### src/hdl/view_depth_index_sorter_top_assert.svh
// ---------------------------------------------------------------------------
// view depth index sorter assertion macros
// concurrent assertion helpers shared by the sorter rtl
// ---------------------------------------------------------------------------
`ifndef VIEW_DEPTH_INDEX_SORTER_TOP_ASSERT_SVH
`define VIEW_DEPTH_INDEX_SORTER_TOP_ASSERT_SVH

// antecedent implies consequent in the same cycle
`define VDIS_ASSERT_IMPL(label, clk, rst, ante, cons, msg) \
  label: assert property (@(posedge clk) disable iff (rst) (ante) |-> (cons)) \
    else $error(msg);

// antecedent implies consequent in the next cycle
`define VDIS_ASSERT_NEXT(label, clk, rst, ante, cons, msg) \
  label: assert property (@(posedge clk) disable iff (rst) (ante) |=> (cons)) \
    else $error(msg);

`endif

### src/hdl/vdis_pkg.sv
// ---------------------------------------------------------------------------
// view depth index sorter package
// sizes, register indexes and shared types of the sorter
// ---------------------------------------------------------------------------
package vdis_pkg;

  localparam int ROW_CELLS   = 64;
  localparam int COUNT_W     = $clog2(ROW_CELLS + 1);
  localparam int INDEX_W     = 6;
  localparam int POS_W       = 16;
  localparam int COEF_W      = 16;
  localparam int PROD_W      = POS_W + COEF_W;
  localparam int DEPTH_W     = 34;
  localparam int CFG_INDEX_W = 2;

  localparam logic [CFG_INDEX_W-1:0] REG_COEF_X = 2'd0;
  localparam logic [CFG_INDEX_W-1:0] REG_COEF_Y = 2'd1;
  localparam logic [CFG_INDEX_W-1:0] REG_COEF_Z = 2'd2;

  localparam logic [COEF_W-1:0] COEF_X_RESET = 16'sd0;
  localparam logic [COEF_W-1:0] COEF_Y_RESET = 16'sd0;
  localparam logic [COEF_W-1:0] COEF_Z_RESET = 16'sd16384;

  typedef logic signed [DEPTH_W-1:0] depth_t;

  // broadcast control of the cell row
  typedef struct packed {
    logic ins_en;   // a new depth enters the row
    logic shift_en; // row moves one place towards cell 0
  } cell_ctrl_t;

endpackage

### src/hdl/vdis_depth_unit.sv
// ---------------------------------------------------------------------------
// view depth unit
// two-stage pipeline: three products, then their exact 34-bit sum
// ---------------------------------------------------------------------------
module vdis_depth_unit
  import vdis_pkg::*;
(
  input  logic                     clk,
  input  logic                     rst,
  input  logic                     in_valid,
  input  logic                     in_last,
  input  logic signed [POS_W-1:0]  pos_x,
  input  logic signed [POS_W-1:0]  pos_y,
  input  logic signed [POS_W-1:0]  pos_z,
  input  logic signed [COEF_W-1:0] coef_x,
  input  logic signed [COEF_W-1:0] coef_y,
  input  logic signed [COEF_W-1:0] coef_z,
  output logic                     out_valid,
  output logic                     out_last,
  output depth_t                   out_depth
);

  logic                     prod_valid;
  logic                     prod_last;
  logic signed [PROD_W-1:0] prod_x;
  logic signed [PROD_W-1:0] prod_y;
  logic signed [PROD_W-1:0] prod_z;
  depth_t                   depth_next;

  always_ff @(posedge clk) begin
    if (rst) begin
      prod_valid <= 1'b0;
      out_valid  <= 1'b0;
    end else begin
      prod_valid <= in_valid;
      out_valid  <= prod_valid;
    end
  end

  always_ff @(posedge clk) begin
    prod_x    <= coef_x * pos_x;
    prod_y    <= coef_y * pos_y;
    prod_z    <= coef_z * pos_z;
    prod_last <= in_last;
    out_depth <= depth_next;
    out_last  <= prod_last;
  end

  always_comb begin
    depth_next = DEPTH_W'(prod_x) + DEPTH_W'(prod_y) + DEPTH_W'(prod_z);
  end

endmodule

### config.mk
export PLATFORM = sky130hd
export DESIGN_NAME = vdis_depth_unit
export DESIGN_NICKNAME = d
export VERILOG_FILES = /design/src/hdl/view_depth_index_sorter_top_assert.svh /design/src/hdl/vdis_pkg.sv /design/src/hdl/vdis_depth_unit.sv
export SDC_FILE = /design/constraint.sdc
export NUM_CORES = 2
export LEC_CHECK = 0
export BUFFER_PORTS_ARGS = -buffer_cell sky130_fd_sc_hd__clkbuf_2
export CORE_MARGIN = 1
export CORE_UTILIZATION = 25
export DETAILED_ROUTE_END_ITERATION = 8
export SLEW_MARGIN = 40
export SYNTH_ARGS = -nofsm -noshare
export SYNTH_HDL_FRONTEND = slang
export SYNTH_SLANG_ARGS = --single-unit
### constraint.sdc
create_clock -name clk -period 10.3 [get_ports clk]
set_input_delay 1.545 -clock clk [delete_from_list [all_inputs] [get_ports clk]]
set_output_delay 1.545 -clock clk [all_outputs]
set_load 0.1 [all_outputs]
---- Word-level counts from Yosys, hierarchy flattened ----
Cells that the tools add are included.
word-level totals
  logic and storage cells ................. 13
  output and inout bits ................... 36
  register bits after elaboration ......... 134
  bits of input ports ..................... 100
cells by class
  add/sub/neg operators ................... 2
  $mul .................................... 3
operators by type and width
  operator          number
  $mul A16 B16 Y32  3
  $add A33 B32 Y34  1
  $add A32 B32 Y33  1

---- Depth between registers and ports, before layout ----
  word-level depth ........................ 2
  gate-level depth with buffers ........... 24
  depth with buffers taken out ............ 23

---- Worst setup path before layout ----
OpenSTA, ideal clock, no wires.
  path type ............................... input to register
  start point ............................. in pos_z[7]
  end point ............................... reg prod_z[28]
  setup slack ............................. 2722 ps
  data required time ...................... 10178 ps
  path buffers ............................ 1
  arrival ................................. 7456 ps
  cell stages on the path ................. 23
  library setup time ...................... 122 ps
  path through ............................ clkbuf_1 nand2_1 fa_1 inv_1 fa_1 inv_1 fa_1 inv_1 fa_1 fa_1 inv_1 fa_1 inv_1 ha_1 and3_1 and2_4 a221oi_2 o31ai_1 or3_1 a221o_1 a221oi_4 nor3_1 a311o_1
between the ends
  word-level cells in the longest chain between the ends .. 1
ends and longest elaborated chain
  what                  RTL line               RTL
  start, declared       vdis_depth_unit.sv:14  input logic signed [POS_W-1:0] pos_z,
  $mul A16 B16 Y32      vdis_depth_unit.sv:43  prod_z <= coef_z * pos_z;
  end signal, assigned  vdis_depth_unit.sv:43
  end, declared         vdis_depth_unit.sv:27  logic signed [PROD_W-1:0] prod_z;
No other way between the ends.
A chain may end at the register's enable or synchronous reset.

---- Final worst setup path ----
  start point ............................. in pos_z[15]
  end point ............................... reg prod_z[28]
The elaborated chain is that of the path after synthesis.

==> flow_summary.html <==
<table>
<tr><th>Metric</th><th>Value</th></tr>
<tr><th colspan="2">Run status</th></tr>
<tr><td>Outcome</td><td>finished, final reports clean</td></tr>
<tr><th colspan="2">Route</th></tr>
<tr><td>Violation count after the first detailed-routing iteration</td><td>1,119</td></tr>
<tr><td>Vias after detailed routing</td><td>23,500</td></tr>
<tr><td>Average routed wire per standard cell</td><td>15.7 um</td></tr>
<tr><td>Number of detailed-route iterations in the first pass</td><td>5</td></tr>
<tr><td>Wirelength, routed</td><td>~85 mm</td></tr>
<tr><td>Residual DRC</td><td>0</td></tr>
<tr><td>Antenna-violating nets left</td><td>0</td></tr>
<tr><td>Post-detailed-route via-to-cell ratio</td><td>around 4.3</td></tr>
<tr><th colspan="2">STA</th></tr>
<tr><td>Endpoints failing hold</td><td>0</td></tr>
<tr><td>Total negative slack for setup checks</td><td>0 ps</td></tr>
<tr><td>Maximum clock rate</td><td>approximately 0.13 GHz</td></tr>
<tr><td>Max Clock Skew</td><td>20.5 ps</td></tr>
<tr><td>Min Clock Period, post-route</td><td>7650 ps</td></tr>
<tr><td>Final critical-path share of the clock period</td><td>74.3%</td></tr>
<tr><td>Hold Slack</td><td>330 ps</td></tr>
<tr><td>Worst-case setup margin in the final layout</td><td>about 2600 ps</td></tr>
<tr><td>RSZ-0062 raised after global routing</td><td>false</td></tr>
<tr><td>Slew at the pin closest to its max-slew limit</td><td>685 ps</td></tr>
<tr><td>Max_slew headroom</td><td>between 50% and 60%</td></tr>
<tr><td>Final Slew Violations</td><td>0</td></tr>
<tr><td>Number of endpoints failing setup at the final stage</td><td>0</td></tr>
<tr><th colspan="2">Clocking</th></tr>
<tr><td>TritonCTS clock tree</td><td>done</td></tr>
<tr><td>Number of clock buffers inserted by TritonCTS</td><td>17</td></tr>
<tr><td>Clock input transition at the sequential cells of the worst setup and hold paths</td><td>80 ps</td></tr>
<tr><td>Post-CTS setup repair buffer count</td><td>0</td></tr>
<tr><td>Largest buffer count on any clock path</td><td>2</td></tr>
<tr><td>CTS H-Tree Depth</td><td>4</td></tr>
<tr><td>Post_cts resized</td><td>0</td></tr>
<tr><td>Clock Tree Root</td><td>clkbuf_16</td></tr>
<tr><td>Clock Sinks</td><td>134</td></tr>
<tr><td>Clock insertion delay at the later pin of the skew report</td><td>between 400 and 500 ps</td></tr>
<tr><td>Hold_buf cts</td><td>0</td></tr>
<tr><th colspan="2">Placed design</th></tr>
<tr><td>Placed wire-length estimate after detailed placement</td><td>72.4 mm</td></tr>
<tr><td>Routability congestion estimate from global placement</td><td>0.837</td></tr>
<tr><td>Pre-CTS worst setup slack</td><td>2210 ps</td></tr>
<tr><td>Port-buffer cells</td><td>135</td></tr>
<tr><td>Post-placement cell count</td><td>5,381</td></tr>
<tr><th colspan="2">Floorplanning</th></tr>
<tr><td>I/O pin cnt</td><td>~140</td></tr>
<tr><td>Total die area</td><td>between 100,000 and 150,000 um^2</td></tr>
<tr><td>Vertical die dimension</td><td>roughly 370 um</td></tr>
<tr><td>Core footprint</td><td>134,000 um^2</td></tr>
<tr><td>Die boundary width</td><td>370 um</td></tr>
<tr><td>Initial Utilization</td><td>25.3%</td></tr>
<tr><td># rows</td><td>134</td></tr>
<tr><th colspan="2">Setup path</th></tr>
<tr><td>Most numerous cell on the critical path</td><td>fa_1</td></tr>
<tr><td>Critical Path AT</td><td>roughly 8000 ps</td></tr>
<tr><td>Critical-path maximum fanout</td><td>9</td></tr>
<tr><td>Worst Path Class, Setup</td><td>input port to flip-flop</td></tr>
<tr><td>Type of origin of the critical path</td><td>input port</td></tr>
<tr><td>Data required time of the worst path</td><td>10,630 ps</td></tr>
<tr><td>CP Cell Sequence</td><td>clkbuf_2 &gt; clkinv_1 &gt; nor2_1 &gt; fa_1 &gt; fa_1 &gt; fa_1 &gt; fa_1 &gt; fa_1 &gt; inv_1 &gt; fa_1 &gt; inv_1 &gt; ha_1 &gt; and3_1 &gt; and2_4 &gt; a221oi_2 &gt; o31ai_1 &gt; or3_1 &gt; a221o_1 &gt; a221oi_4 &gt; nor3_1 &gt; a311o_1</td></tr>
<tr><td>Biggest cell delay along the critical path</td><td>530 ps</td></tr>
<tr><td>Register-to-register path setup slack</td><td>6450 ps</td></tr>
<tr><td>CP max-delay cell</td><td>fa_1</td></tr>
<tr><td>WP buf/inv</td><td>4</td></tr>
<tr><td>Crit. End Element</td><td>flip-flop</td></tr>
<tr><td>Largest delay share family, worst path</td><td>adder cells</td></tr>
<tr><th colspan="2">Layout</th></tr>
<tr><td>Final Non-Filler Cells</td><td>approximately 5,400</td></tr>
<tr><td>Number of diodes</td><td>0</td></tr>
<tr><td>Fraction of final layout cells with drive strength greater than 1</td><td>a little under 5%</td></tr>
<tr><td>Synthesis-to-layout area growth</td><td>9.25%</td></tr>
<tr><td>Number of nets in the layout</td><td>4,829</td></tr>
<tr><th colspan="2">Synthesis</th></tr>
<tr><td>Cell taking the most area after synthesis</td><td>fa_1</td></tr>
<tr><td>Fraction of the yosys area taken by sequential cells</td><td>7.90%</td></tr>
<tr><td>Number of nets produced by synthesis</td><td>4,771</td></tr>
<tr><td>Top post-synthesis cells by area</td><td>fa_1 48%, ha_1 10%, inv_1 9.7%, dfxtp_1 7.9%, and2_1 6.6%</td></tr>
<tr><td>Synth unique cells</td><td>57</td></tr>
<tr><td>Post-Syn Instances</td><td>about 3,600</td></tr>
<tr><td>Most used DFF post-synth</td><td>dfxtp_1</td></tr>
<tr><td>Flip-flop and latch count after synthesis</td><td>134</td></tr>
<tr><td>Post-synthesis instance area</td><td>33,900 um^2</td></tr>
<tr><td>Yosys warnings</td><td>0</td></tr>
<tr><td>Avg Cell Area, Syn</td><td>9.50 um^2</td></tr>
<tr><td>Ys async rst share</td><td>0%</td></tr>
<tr><td>Number of enable flip-flop cells after synthesis</td><td>0</td></tr>
<tr><td>Portion of synthesized cell area occupied by the leading cell type</td><td>about half</td></tr>
<tr><th colspan="2">GRT</th></tr>
<tr><td>Leftover overflow at the end of global routing</td><td>0</td></tr>
<tr><td>Number of global-route vias before repair</td><td>around 26,000</td></tr>
<tr><td>Initial antenna violation count</td><td>8</td></tr>
<tr><td>GRT Overall Usage</td><td>13.1%</td></tr>
<tr><td>Wire length of the first global-routing pass</td><td>142 mm</td></tr>
<tr><td>Maximum number of pins on one net before global-route repair</td><td>17</td></tr>
<tr><th colspan="2">Job</th></tr>
<tr><td>Maxcap violations</td><td>0</td></tr>
<tr><th colspan="2">Worst hold path</th></tr>
<tr><td>Worst hold path class</td><td>flip-flop to flip-flop</td></tr>
</table>
-- synthesized netlist by cell type, types with 4 or more instances --
cell type / number
xor2_1: 35
a21oi_1: 87
nand2_1: 403
ha_1: 278
fa_1: 819
and3_1: 8
nor2_1: 78
o21a_1: 9
nand2b_1: 31
o211ai_1: 12
nand3_1: 18
nor2b_1: 15
nand4_1: 5
a211oi_1: 9
a2111oi_0: 4
and2_1: 358
o21ai_1: 22
clkbuf_1: 96
xnor2_1: 100
inv_1: 880
or3_1: 6
o21ai_0: 33
dfxtp_1: 134
nor3_1: 19
a21o_1: 44
a31oi_1: 9
o21bai_1: 14
a221oi_1: 4
-- per-stage QoR --
stage	cell area (um^2)	util, %
2_1_floorplan	33900	-
3_3_place_gp	36500	27.2
3_5_place_dp	36500	27.2
4_1_cts	37100	27.6
5_1_grt	37100	27.6
6_report	37100	27.6
-- layer usage --
layer	share of wire [%]	up-vias	GRT usage, %
met3	5.0	104	1.97
li1	-	10600	-
met5	0.035	-	0
met2	49	536	22.4
met1	44	12200	17.4
met4	1.9	6	2.67
-- placed cells by master (no fill, tap or decap), drive strengths merged, types with 3 or more instances in the layout --
| cell | count |
|---|---|
| nor3 | 19 |
| o211ai | 12 |
| fa | 819 |
| xor2 | 35 |
| a31oi | 10 |
| a21oi | 87 |
| nand2b | 31 |
| ha | 278 |
| o31ai | 3 |
| nand2 | 403 |
| o21bai | 14 |
| inv | 891 |
| nand4 | 5 |
| nor2 | 78 |
| or3 | 6 |
| nor2b | 15 |
| a221oi | 6 |
| o21a | 9 |
| clkbuf | 152 |
| a311o | 3 |
| xnor2 | 100 |
| o21ai | 55 |
| nand3b | 3 |
| a21o | 44 |
| dfxtp | 134 |
| and2 | 359 |
| and3 | 8 |
| o31a | 3 |
| clkinv | 3 |
| a2111oi | 4 |
| a211oi | 10 |
| nand3 | 18 |
-- cell families (layout without fill, tap and decap cells) --
| family | after synthesis | after routing | synth area share [%] |
|---|---|---|---|
| AND/OR/NAND/NOR | 951 | 951 | 13.9 |
| XOR/XNOR | 135 | 135 | 3.48 |
| buffers and inverters | 978 | 1049 | 10.8 |
| multiplexers | 2 | 2 | 0.0590 |
| adder cells (fa/ha/maj) | 1097 | 1097 | 58.6 |
| flip-flops | 134 | 134 | 7.90 |
| AO/OA/AOI/OAI | 277 | 277 | 5.28 |
-- registers in the layout (all words and copies together) (netlist names) --
name	flops
out_depth	34
prod_x	32
prod_y	32
prod_z	32
out_last	1
out_valid	1
prod_last	1
prod_valid	1
-- final cells by class --
type,count,area [um^2]
Clock buffer,17,425
Clock inverter,15,176
Fill cell,14200,97000
Inverter,881,3310
Multi-Input combinational cell,2462,27600
Sequential cell,134,2680
Tap cell,1768,2210
Timing Repair Buffer,136,683
-- path summary, 6_finish.rpt --
path,startpoint,end,cells past startpoint
worst max-delay path,pos_z[15],prod_z[28]$_DFF_P_,21
worst max register to register,prod_z[12]$_DFF_P_,out_depth[30]$_DFF_P_,11
worst min-delay path,prod_last$_DFF_P_,out_last$_DFF_P_,0
worst min register to register,prod_last$_DFF_P_,out_last$_DFF_P_,0
Power is left out: the tool's default activity adds up to more than one toggle a clock period on the data nets, which glitch-free logic cannot reach.
