## src/hdl/view_depth_index_sorter_top_assert.svh

```systemverilog
// ---------------------------------------------------------------------------
// view depth index sorter assertion macros
// concurrent assertion helpers shared by the sorter rtl
// ---------------------------------------------------------------------------
`ifndef VIEW_DEPTH_INDEX_SORTER_TOP_ASSERT_SVH
`define VIEW_DEPTH_INDEX_SORTER_TOP_ASSERT_SVH

// antecedent implies consequent in the same cycle
`define VDIS_ASSERT_IMPL(label, clk, rst, ante, cons, msg) \
  label: assert property (@(posedge clk) disable iff (rst) (ante) |-> (cons)) \
    else $error(msg);

// antecedent implies consequent in the next cycle
`define VDIS_ASSERT_NEXT(label, clk, rst, ante, cons, msg) \
  label: assert property (@(posedge clk) disable iff (rst) (ante) |=> (cons)) \
    else $error(msg);

`endif

```

## src/hdl/vdis_pkg.sv

```systemverilog
// ---------------------------------------------------------------------------
// view depth index sorter package
// sizes, register indexes and shared types of the sorter
// ---------------------------------------------------------------------------
package vdis_pkg;

  localparam int ROW_CELLS   = 64;
  localparam int COUNT_W     = $clog2(ROW_CELLS + 1);
  localparam int INDEX_W     = 6;
  localparam int POS_W       = 16;
  localparam int COEF_W      = 16;
  localparam int PROD_W      = POS_W + COEF_W;
  localparam int DEPTH_W     = 34;
  localparam int CFG_INDEX_W = 2;

  localparam logic [CFG_INDEX_W-1:0] REG_COEF_X = 2'd0;
  localparam logic [CFG_INDEX_W-1:0] REG_COEF_Y = 2'd1;
  localparam logic [CFG_INDEX_W-1:0] REG_COEF_Z = 2'd2;

  localparam logic [COEF_W-1:0] COEF_X_RESET = 16'sd0;
  localparam logic [COEF_W-1:0] COEF_Y_RESET = 16'sd0;
  localparam logic [COEF_W-1:0] COEF_Z_RESET = 16'sd16384;

  typedef logic signed [DEPTH_W-1:0] depth_t;

  // broadcast control of the cell row
  typedef struct packed {
    logic ins_en;   // a new depth enters the row
    logic shift_en; // row moves one place towards cell 0
  } cell_ctrl_t;

endpackage

```

## src/hdl/vdis_sort_cell.sv

```systemverilog
// ---------------------------------------------------------------------------
// sort cell
// one place of the insertion-sorting row: depth and arrival index
// ---------------------------------------------------------------------------
module vdis_sort_cell
  import vdis_pkg::*;
(
  input  logic               clk,
  input  cell_ctrl_t         ctrl,
  input  logic               occ,
  input  logic               gt_left,
  input  depth_t             new_depth,
  input  logic [INDEX_W-1:0] new_index,
  input  depth_t             left_depth,
  input  logic [INDEX_W-1:0] left_index,
  input  depth_t             right_depth,
  input  logic [INDEX_W-1:0] right_index,
  output logic               gt,
  output depth_t             depth,
  output logic [INDEX_W-1:0] index
);

  // strict compare keeps equal depths ahead of the newcomer
  assign gt = occ && (depth > new_depth);

  always_ff @(posedge clk) begin
    if (ctrl.ins_en) begin
      if (gt_left) begin
        depth <= left_depth;
        index <= left_index;
      end else if (gt || !occ) begin
        depth <= new_depth;
        index <= new_index;
      end
    end else if (ctrl.shift_en) begin
      depth <= right_depth;
      index <= right_index;
    end
  end

endmodule

```

## config.mk

```make
export PLATFORM = sky130hd
export DESIGN_NAME = vdis_sort_cell
export DESIGN_NICKNAME = d
export VERILOG_FILES = /design/src/hdl/view_depth_index_sorter_top_assert.svh /design/src/hdl/vdis_pkg.sv /design/src/hdl/vdis_sort_cell.sv
export SDC_FILE = /design/constraint.sdc
export NUM_CORES = 1
export LEC_CHECK = 0
export ABC_CLOCK_PERIOD_IN_PS = 6400
export BUFFER_PORTS_ARGS = -buffer_cell sky130_fd_sc_hd__buf_2
export CORE_ASPECT_RATIO = 0.7
export CORE_MARGIN = 8
export CORE_UTILIZATION = 30
export CTS_CLUSTER_SIZE = 30
export DETAILED_ROUTE_END_ITERATION = 10
export GPL_ROUTABILITY_DRIVEN = 0
export HOLD_SLACK_MARGIN = 0.15
export PLACE_DENSITY = 0.57
export SYNTH_ARGS = -nofsm -noshare
export SYNTH_HDL_FRONTEND = slang
export SYNTH_SLANG_ARGS = --single-unit
```

## constraint.sdc

```tcl
create_clock -name clk -period 6.4 [get_ports clk]
set_clock_uncertainty 0.1 [all_clocks]
set_input_delay 1.28 -clock clk [delete_from_list [all_inputs] [get_ports clk]]
set_output_delay 1.28 -clock clk [all_outputs]
set_load 0.01 [all_outputs]
```

; ---- Word-level counts from Yosys, hierarchy flattened
; Cells that the tools add are included.
; Widths: inputs -> output; s select.
[totals]
out_inout_bits = 41
regBits = 40
input_bits = 125
wordCells = 17
[classes]
eq_ne = 1
reduce_logical = 5
order_cmp = 1
mux = 8
[ops]
columns = operator, count
row1 = $mux 34, 4
row2 = $gt 34x34->1, 1
row3 = $mux 6, 4
row4 = $ne 3x1->1 const B, 1
row5 = $reduce_and 2->1, 1
row6 = $reduce_bool 2->1, 1
row7 = $logic_and 1x1->1, 1
row8 = $logic_not 1->1, 1
row9 = $logic_or 1x1->1, 1

; ---- Depth between registers and ports, before layout
; Gate-level depths: netlist (run 1).
[logic_depth]
depth_word = 6
mapped_depth = 9
mapped_depth_nobuf = 9

; ---- Worst setup path before layout (run 1)
; OpenSTA, ideal clock, no wires.
[synth_timing]
path_type = input to register
startpoint = in new_depth[33]
endpoint = reg depth[0] (enable)
path_stages = 9
path_buffers = 0
setup_ps = 442
t_required_ps = 5858
arrival_time_ps = 4375
path_slack_ps = 1483
path_cell_list = inv_1 -> ha_1 -> nand4_2 -> nor4_4 -> o211ai_1 -> o211ai_1 -> a21oi_1 -> xnor2_1 -> o21ai_1
[synth_via]
elab_chain_cells = 5
[synth_rtl]
columns = element, line_no
row1 = start: declaration, vdis_sort_cell.sv:12  ; input depth_t new_depth,
row2 = $gt 34x34->1, vdis_sort_cell.sv:24  ; assign gt = occ && (depth > new_depth);
row3 = $logic_and 1x1->1, vdis_sort_cell.sv:24
row4 = $logic_or 1x1->1, vdis_sort_cell.sv:31  ; end else if (gt || !occ) begin
row5 = $ne 3x1->1 (no line), -
row6 = $reduce_and 2->1 (no line), -
row7 = end signal: assignment, vdis_sort_cell.sv:29  ; depth <= left_depth;
row8 = end signal: assignment, vdis_sort_cell.sv:32  ; depth <= new_depth;
row9 = end signal: assignment, vdis_sort_cell.sv:36  ; depth <= right_depth;
row10 = end: declaration, vdis_sort_cell.sv:19  ; output depth_t depth,
; Every way passes these cells.
; A chain may end at the register's enable or synchronous reset.

; ---- Worst setup path after layout (run 1)
[layout_timing]
startpoint = in new_depth[5]
endpoint = out gt
[layout_via]
elab_chain_cells = 2
[layout_rtl]
columns = element, line_no
row1 = $gt 34x34->1, vdis_sort_cell.sv:24
row2 = $logic_and 1x1->1, vdis_sort_cell.sv:24
row3 = end: declaration, vdis_sort_cell.sv:18  ; output logic gt,
; Every way passes these cells.

==> results.toml, run 1 <==
[outcome]
status = "complete, no violations"

[placement]
hpwl_um = 7149
portBuffers = 165

[flow_run]
drv_cap = 0

[timing]
slew_headroom_pct = 45.70
rsz0062_at_grt = "false"
finalHoldViolCount = 0
max_clock_freq_mhz = 214.0
worstMarginPinSlew_ns = 0.8114
setup_tns_ns = 0
maxSlewViolCount = 0
finalSetupViolations = 0
fin_crit_ns = 4.673
final.period_utilization_pct = 73.02

[logic_synthesis]
synth_fa_ha_area_share_pct = 14.53
synth.avg_cell_area_um2 = 9.599
synthCells = 305
ys_warn_count = 0
synth-xor-area-share_pct = 0.2991
synth_top_family_by_area = "adder cells"
synth_compound_area_share_pct = 12.35
synthSimpleGateAreaFrac_pct = 11.41
synth.area.top_cells = "edfxtp_1 41%, ha_1 15%, mux2i_1 14%"
ys_seq_area_share_pct = 41.03
ys_seq_elements = 40
synth_nets = 464
yosysTopAreaCellShare_pct = 41.03
synth.mux.area_fraction_pct = 13.68
ys_types = 26
synth_area_leader_cell = "edfxtp_1"
syn_area_um2 = 2928

[worst_hold_path]
hp-class = "reg2reg"

[route]
dr.pass1.iters = 4
vias = 2723
wl_per_cell_um = 14.61
antenna_left = 0
routed_via_density = 4.576
routed_wl_um = 8690
drc = 0
drtIter0Drc = 34

[global_routing]
grt_pass1_vias = 2894
grt_max_degree = 84
antenna_found_initial = 1
grt.total_usage_pct = 12.99
grt_remaining_overflow = 0
grt_pass1_wl_um = 13970

[finish]
drive_above_1_share_pct = 38.12
diodes = 0
area_growth_syn_to_layout_pct = 37.52
nets = 625

[cts]
cts.clk_slew.worst_paths_ns = 0.06
ctsResizeCount = 0
clock-sinks = 40
clockRootBuffer = "clkbuf_16"
clock_latency_ns = 0.28
clock_path_buffers = 2
postCtsHoldBufs = 0
cts_tree = "done"
cts_buffers = 5
cts.htree.levels = 2
cts_setup_buffers = 0

[die]
dieHeight_um = 98.66
initial_core_util_pct = 30.47
rows = 30
die_width_um = 134.1
die_area_um2 = 13230
core_area_um2 = 9609
ioPinCount = 166

[worst_setup_path]
cp-end-kind = "output pin"
critPathArrivalTime_ns = 3.29
start_kind = "primary input"
crit_required_ns = 5.02
critical_path_class = "in2out"
crit_fanout = 3

[power_and_ir_drop]
totalPowerFinal_uw = 840.5
peakVddDrop_mv = 0.08912
power_leakage_nw = 2.067
p_per_area_nw_per_um2 = 208.7
## power breakdown
part | total, mW | internal (mW) | leakage [nW] | switching (mW)
clock | 0.240 | 0.143 | 0.0655 | 0.0962
combinational | 0.251 | 0.111 | 1.60 | 0.139
sequential | 0.350 | 0.333 | 0.398 | 0.0165
total | 0.840 | 0.588 | 2.07 | 0.252
## per-stage QoR
step / hold slack, ns / setup WS (ns) / utilization, % / cells / cell area [um^2]
2_1_floorplan: 1.406 / 1.483 / - / 305 / 2928
4_1_cts: 1.205 / 1.650 / 41.90 / 595 / 4026
5_1_grt: 1.225 / 1.552 / 41.90 / 595 / 4026
3_3_place_gp: 1.176 / 1.692 / 40.48 / 587 / 3890
6_report: 1.196 / 1.727 / 41.90 / 595 / 4026
3_5_place_dp: 1.206 / 1.664 / 40.48 / 587 / 3890
## cell usage after synthesis, drive strengths merged
library cell  number
a21oi             56
a221oi             2
buf                4
clkbuf            10
edfxtp            40
ha                34
inv               37
mux2i             40
nand2             11
nand2b             1
nand3              3
nand3b             1
nand4              8
nor2              40
nor2b              1
nor3               2
nor3b              1
nor4               2
o211ai             3
o21ai              7
or2                1
xnor2              1
## kinds of logic after synthesis
logic type,count (synthesis)
mux,40
flops,40
buf+inv,51
fa+ha+maj,34
simple gates,71
compound gates,68
xor+xnor,1
## cell type report
type / count / area [um^2]
Sequential cell: 40 / 1201
Fill cell: 987 / 5583
Multi-Input combinational cell: 214 / 1541
Inverter: 37 / 138.9
Clock buffer: 7 / 132.6
Clock inverter: 1 / 3.754
Tap cell: 128 / 160.2
Timing Repair Buffer: 168 / 848.3
## per-layer routing
layer,GRT usage (%),routed length (um)
met5,0,8
met4,3.095,80
met3,5.793,844
met2,20.72,3770
met1,15.68,3986
## worst paths after layout
kind | startpoint | endpoint | depth (start not counted) | slack (ns)
setup reg to reg | depth[5] | depth[31] | 9 | 2.99
hold reg to reg | depth[33] | depth[30] | 3 | 1.20
hold / removal | depth[33] | depth[30] | 3 | 1.20
setup / recovery | new_depth[5] | gt | 11 | 1.73
## state kept, by name, indices dropped and copies added (netlist names)
| signal | count |
|---|---|
| depth | 34 |
| index | 6 |
## layout by cell type, fill, tap and decap left out, types with 2 or more instances in the layout
cell type	synthesis	routed
edfxtp_1	40	40
inv_1	37	37
mux2i_1	40	40
nand2_1	11	11
o21ai_0	4	4
nor3_1	2	2
a21oi_1	56	56
clkbuf_1	10	2
nor2_1	40	40
nand3_1	3	3
buf_2	4	165
clkbuf_16	0	5
nand4_1	7	7
buf_4	0	3
ha_1	34	34
o211ai_1	3	3
o21ai_1	3	2
## worst max-delay path, stage by stage
cell	delay (ns)
buf_2	0.10
inv_1	0.04
ha_1	0.30
nand4_1	0.21
nor4_1	0.42
o211ai_1	0.15
o211ai_1	0.12
a21oi_1	0.08
xnor2_1	0.32
nor3b_1	0.10
buf_2	0.16
(Power assumes the default switching activity.)
==> run 2: changes to the inputs <==
--- a/config.mk
+++ b/config.mk
@@ -5,7 +5,7 @@
 export SDC_FILE = /design/constraint.sdc
 export NUM_CORES = 1
 export LEC_CHECK = 0
-export ABC_CLOCK_PERIOD_IN_PS = 6400
+export ABC_CLOCK_PERIOD_IN_PS = 4059
 export BUFFER_PORTS_ARGS = -buffer_cell sky130_fd_sc_hd__buf_2
 export CORE_ASPECT_RATIO = 0.7
 export CORE_MARGIN = 8
@@ -14,7 +14,7 @@
 export DETAILED_ROUTE_END_ITERATION = 10
 export GPL_ROUTABILITY_DRIVEN = 0
 export HOLD_SLACK_MARGIN = 0.15
-export PLACE_DENSITY = 0.57
+export PLACE_DENSITY = 0.59
 export SYNTH_ARGS = -nofsm -noshare
 export SYNTH_HDL_FRONTEND = slang
 export SYNTH_SLANG_ARGS = --single-unit
==> constraint.sdc (replaced) <==
create_clock -name clk -period 4.06 [get_ports clk]
set_clock_uncertainty 0.1 [all_clocks]
set_input_delay 0.812 -clock clk [delete_from_list [all_inputs] [get_ports clk]]
set_output_delay 0.812 -clock clk [all_outputs]
set_load 0.01 [all_outputs]
==> run 2 against run 1 <==
Against the previous run: design area is 0.31% higher; first-iteration DRC count is 32% higher; flip-flop and latch count stayed put; critical path depth stayed put; count of clock-buffer cells in the layout stayed put; global-route usage is 0.17 points higher; register-to-register slack worse by 1.7 ns; combinational power is 59% higher; clock power is 58% higher; via count hardly changed; utilization is 0.13 points higher; die area stayed put; critical path type unchanged; critical endpoint unchanged.
==> results.toml, run 2 (synthesis gave the netlist of run 1 again) <==
[outcome]
status = "complete, no violations"

[power_and_ir_drop]
p_sw_share_pct = 30.04
p_comb_share_pct = 30.0
power_leakage_nw = 2.073
p_int_uw = 930.4
p_sw_uw = 399.4
p_per_area_nw_per_um2 = 329.3
seqPwrFrac_pct = 41.6
pwr-share-clk_pct = 28.4
totalPowerFinal_mw = 1.330
peakVddDrop_mv = 0.1493

[global_routing]
grt_pass1_wl_um = 14320
antenna_found_initial = 0
grt_pass1_vias = 2946
grt_max_degree = 45
grt_remaining_overflow = 0
grt.total_usage_pct = 13.16

[finish]
mostFrequentLayoutCells = "165 x buf_2, 56 x a21oi_1, 40 x mux2i_1, 40 x nor2_1, 40 x edfxtp_1"
area_growth_syn_to_layout_pct = 37.95
finalNonFillerCells = 595
largest-register = "depth"
largest_register_ff_count = 34
n_fill_cell = 1001
finalInstanceArea_um2 = 4039
nets = 625
finish.utilization_pct = 42.03
top_regs = "depth x34, index x6"
mostFrequentLayoutCell = "buf_2"
diodes = 0
drive_above_1_share_pct = 38.12

[placement]
postPlaceCellArea_um2 = 3902
portBuffers = 165
dp_cells = 587
dp_slack_ns = 0.3264
hpwl_um = 7279

[worst_setup_path]
critical_path_class = "in2out"
crit_required_ns = 3.15
crit_fanout = 4
cp-end-kind = "output pin"
critPathArrivalTime_ns = 2.79
start_kind = "primary input"

[worst_hold_path]
hp-class = "in2reg"

[cts]
cts_setup_buffers = 0
clock_latency_ns = 0.28
clockRootBuffer = "clkbuf_16"
cts.htree.levels = 2
clock_path_buffers = 2
cts.clk_slew.worst_paths_ns = 0.06
clock-sinks = 40
postCtsHoldBufs = 0
ctsResizeCount = 0
cts_buffers = 5
cts_tree = "done"

[route]
dr.pass1.iters = 4
vias = 2725
wl_per_cell_um = 14.92
antenna_left = 0
drc = 0
drtIter0Drc = 45
routed_wl_um = 8877
routed_via_density = 4.580

[timing]
fin_ws_ns = 0.3531
worstMarginPinSlew_ns = 0.7027
finalSetupViolations = 0
max_clock_freq_mhz = 269.8
setup_tns_ns = 0
fin_crit_ns = 3.707
final.period_utilization_pct = 91.30
maxSlewViolCount = 0
slew_headroom_pct = 53.15
finalHoldViolCount = 0
fin_hold_ws_ns = 0.7436
rsz0062_at_grt = "false"

[die]
ioPinCount = 166
die_width_um = 134.1
rows = 30
die_area_um2 = 13230
dieHeight_um = 98.66
core_area_um2 = 9609
initial_core_util_pct = 30.47

[flow_run]
drv_cap = 0
## run 2: cell counts in the layout (fill, tap and decap cells not counted)
Identical to the previous run, type by type.
## run 2: metal layers
| metal | wire (um) | vias to the layer above | track usage [%] |
|---|---|---|---|
| met5 | 0 | - | 0 |
| met4 | 46 | 0 | 2.322 |
| met3 | 881 | 5 | 5.335 |
| met2 | 4002 | 96 | 21.88 |
| met1 | 3946 | 1209 | 15.80 |
| li1 | - | 1415 | - |
## run 2: critical path, stage by stage
cell and delay, ns:
buf_2 0.09, inv_1 0.05, ha_1 0.37, nand4_2 0.18, nor4_4 0.36, o211ai_1 0.17, o211ai_1 0.12, a21oi_1 0.08
xnor2_1 0.19, nor3b_1 0.20, buf_2 0.16
## run 2: layout make-up
cell class	instances	area, um^2	area share [%]
flip-flops and latches	40	1201	29.74
clock inverters	1	3.754	0.09294
repair buffers	168	860.8	21.31
inverters	37	138.9	3.439
well taps	128	160.2	3.965
clock buffers	7	132.6	3.284
multi-input cells	214	1541	38.17
## run 2: worst paths after layout
check                   from   endpoint  slack, ns  cells after the start
min reg2reg        depth[33]  depth[27]       1.20                      4
min          right_depth[26]  depth[26]       0.74                      3
max reg2reg        depth[33]   depth[0]       1.25                      9
max            new_depth[33]         gt       0.35                     11
## run 2: power by group through the flow
stage	combinational (mW)	clock (mW)	sequential, mW
after floorplan	0.196	0	0.585
after global placement	0.401	0	0.559
after detailed placement	0.406	0	0.562
after CTS	0.407	0.397	0.554
after global routing	0.452	0.408	0.559
final	0.399	0.378	0.553
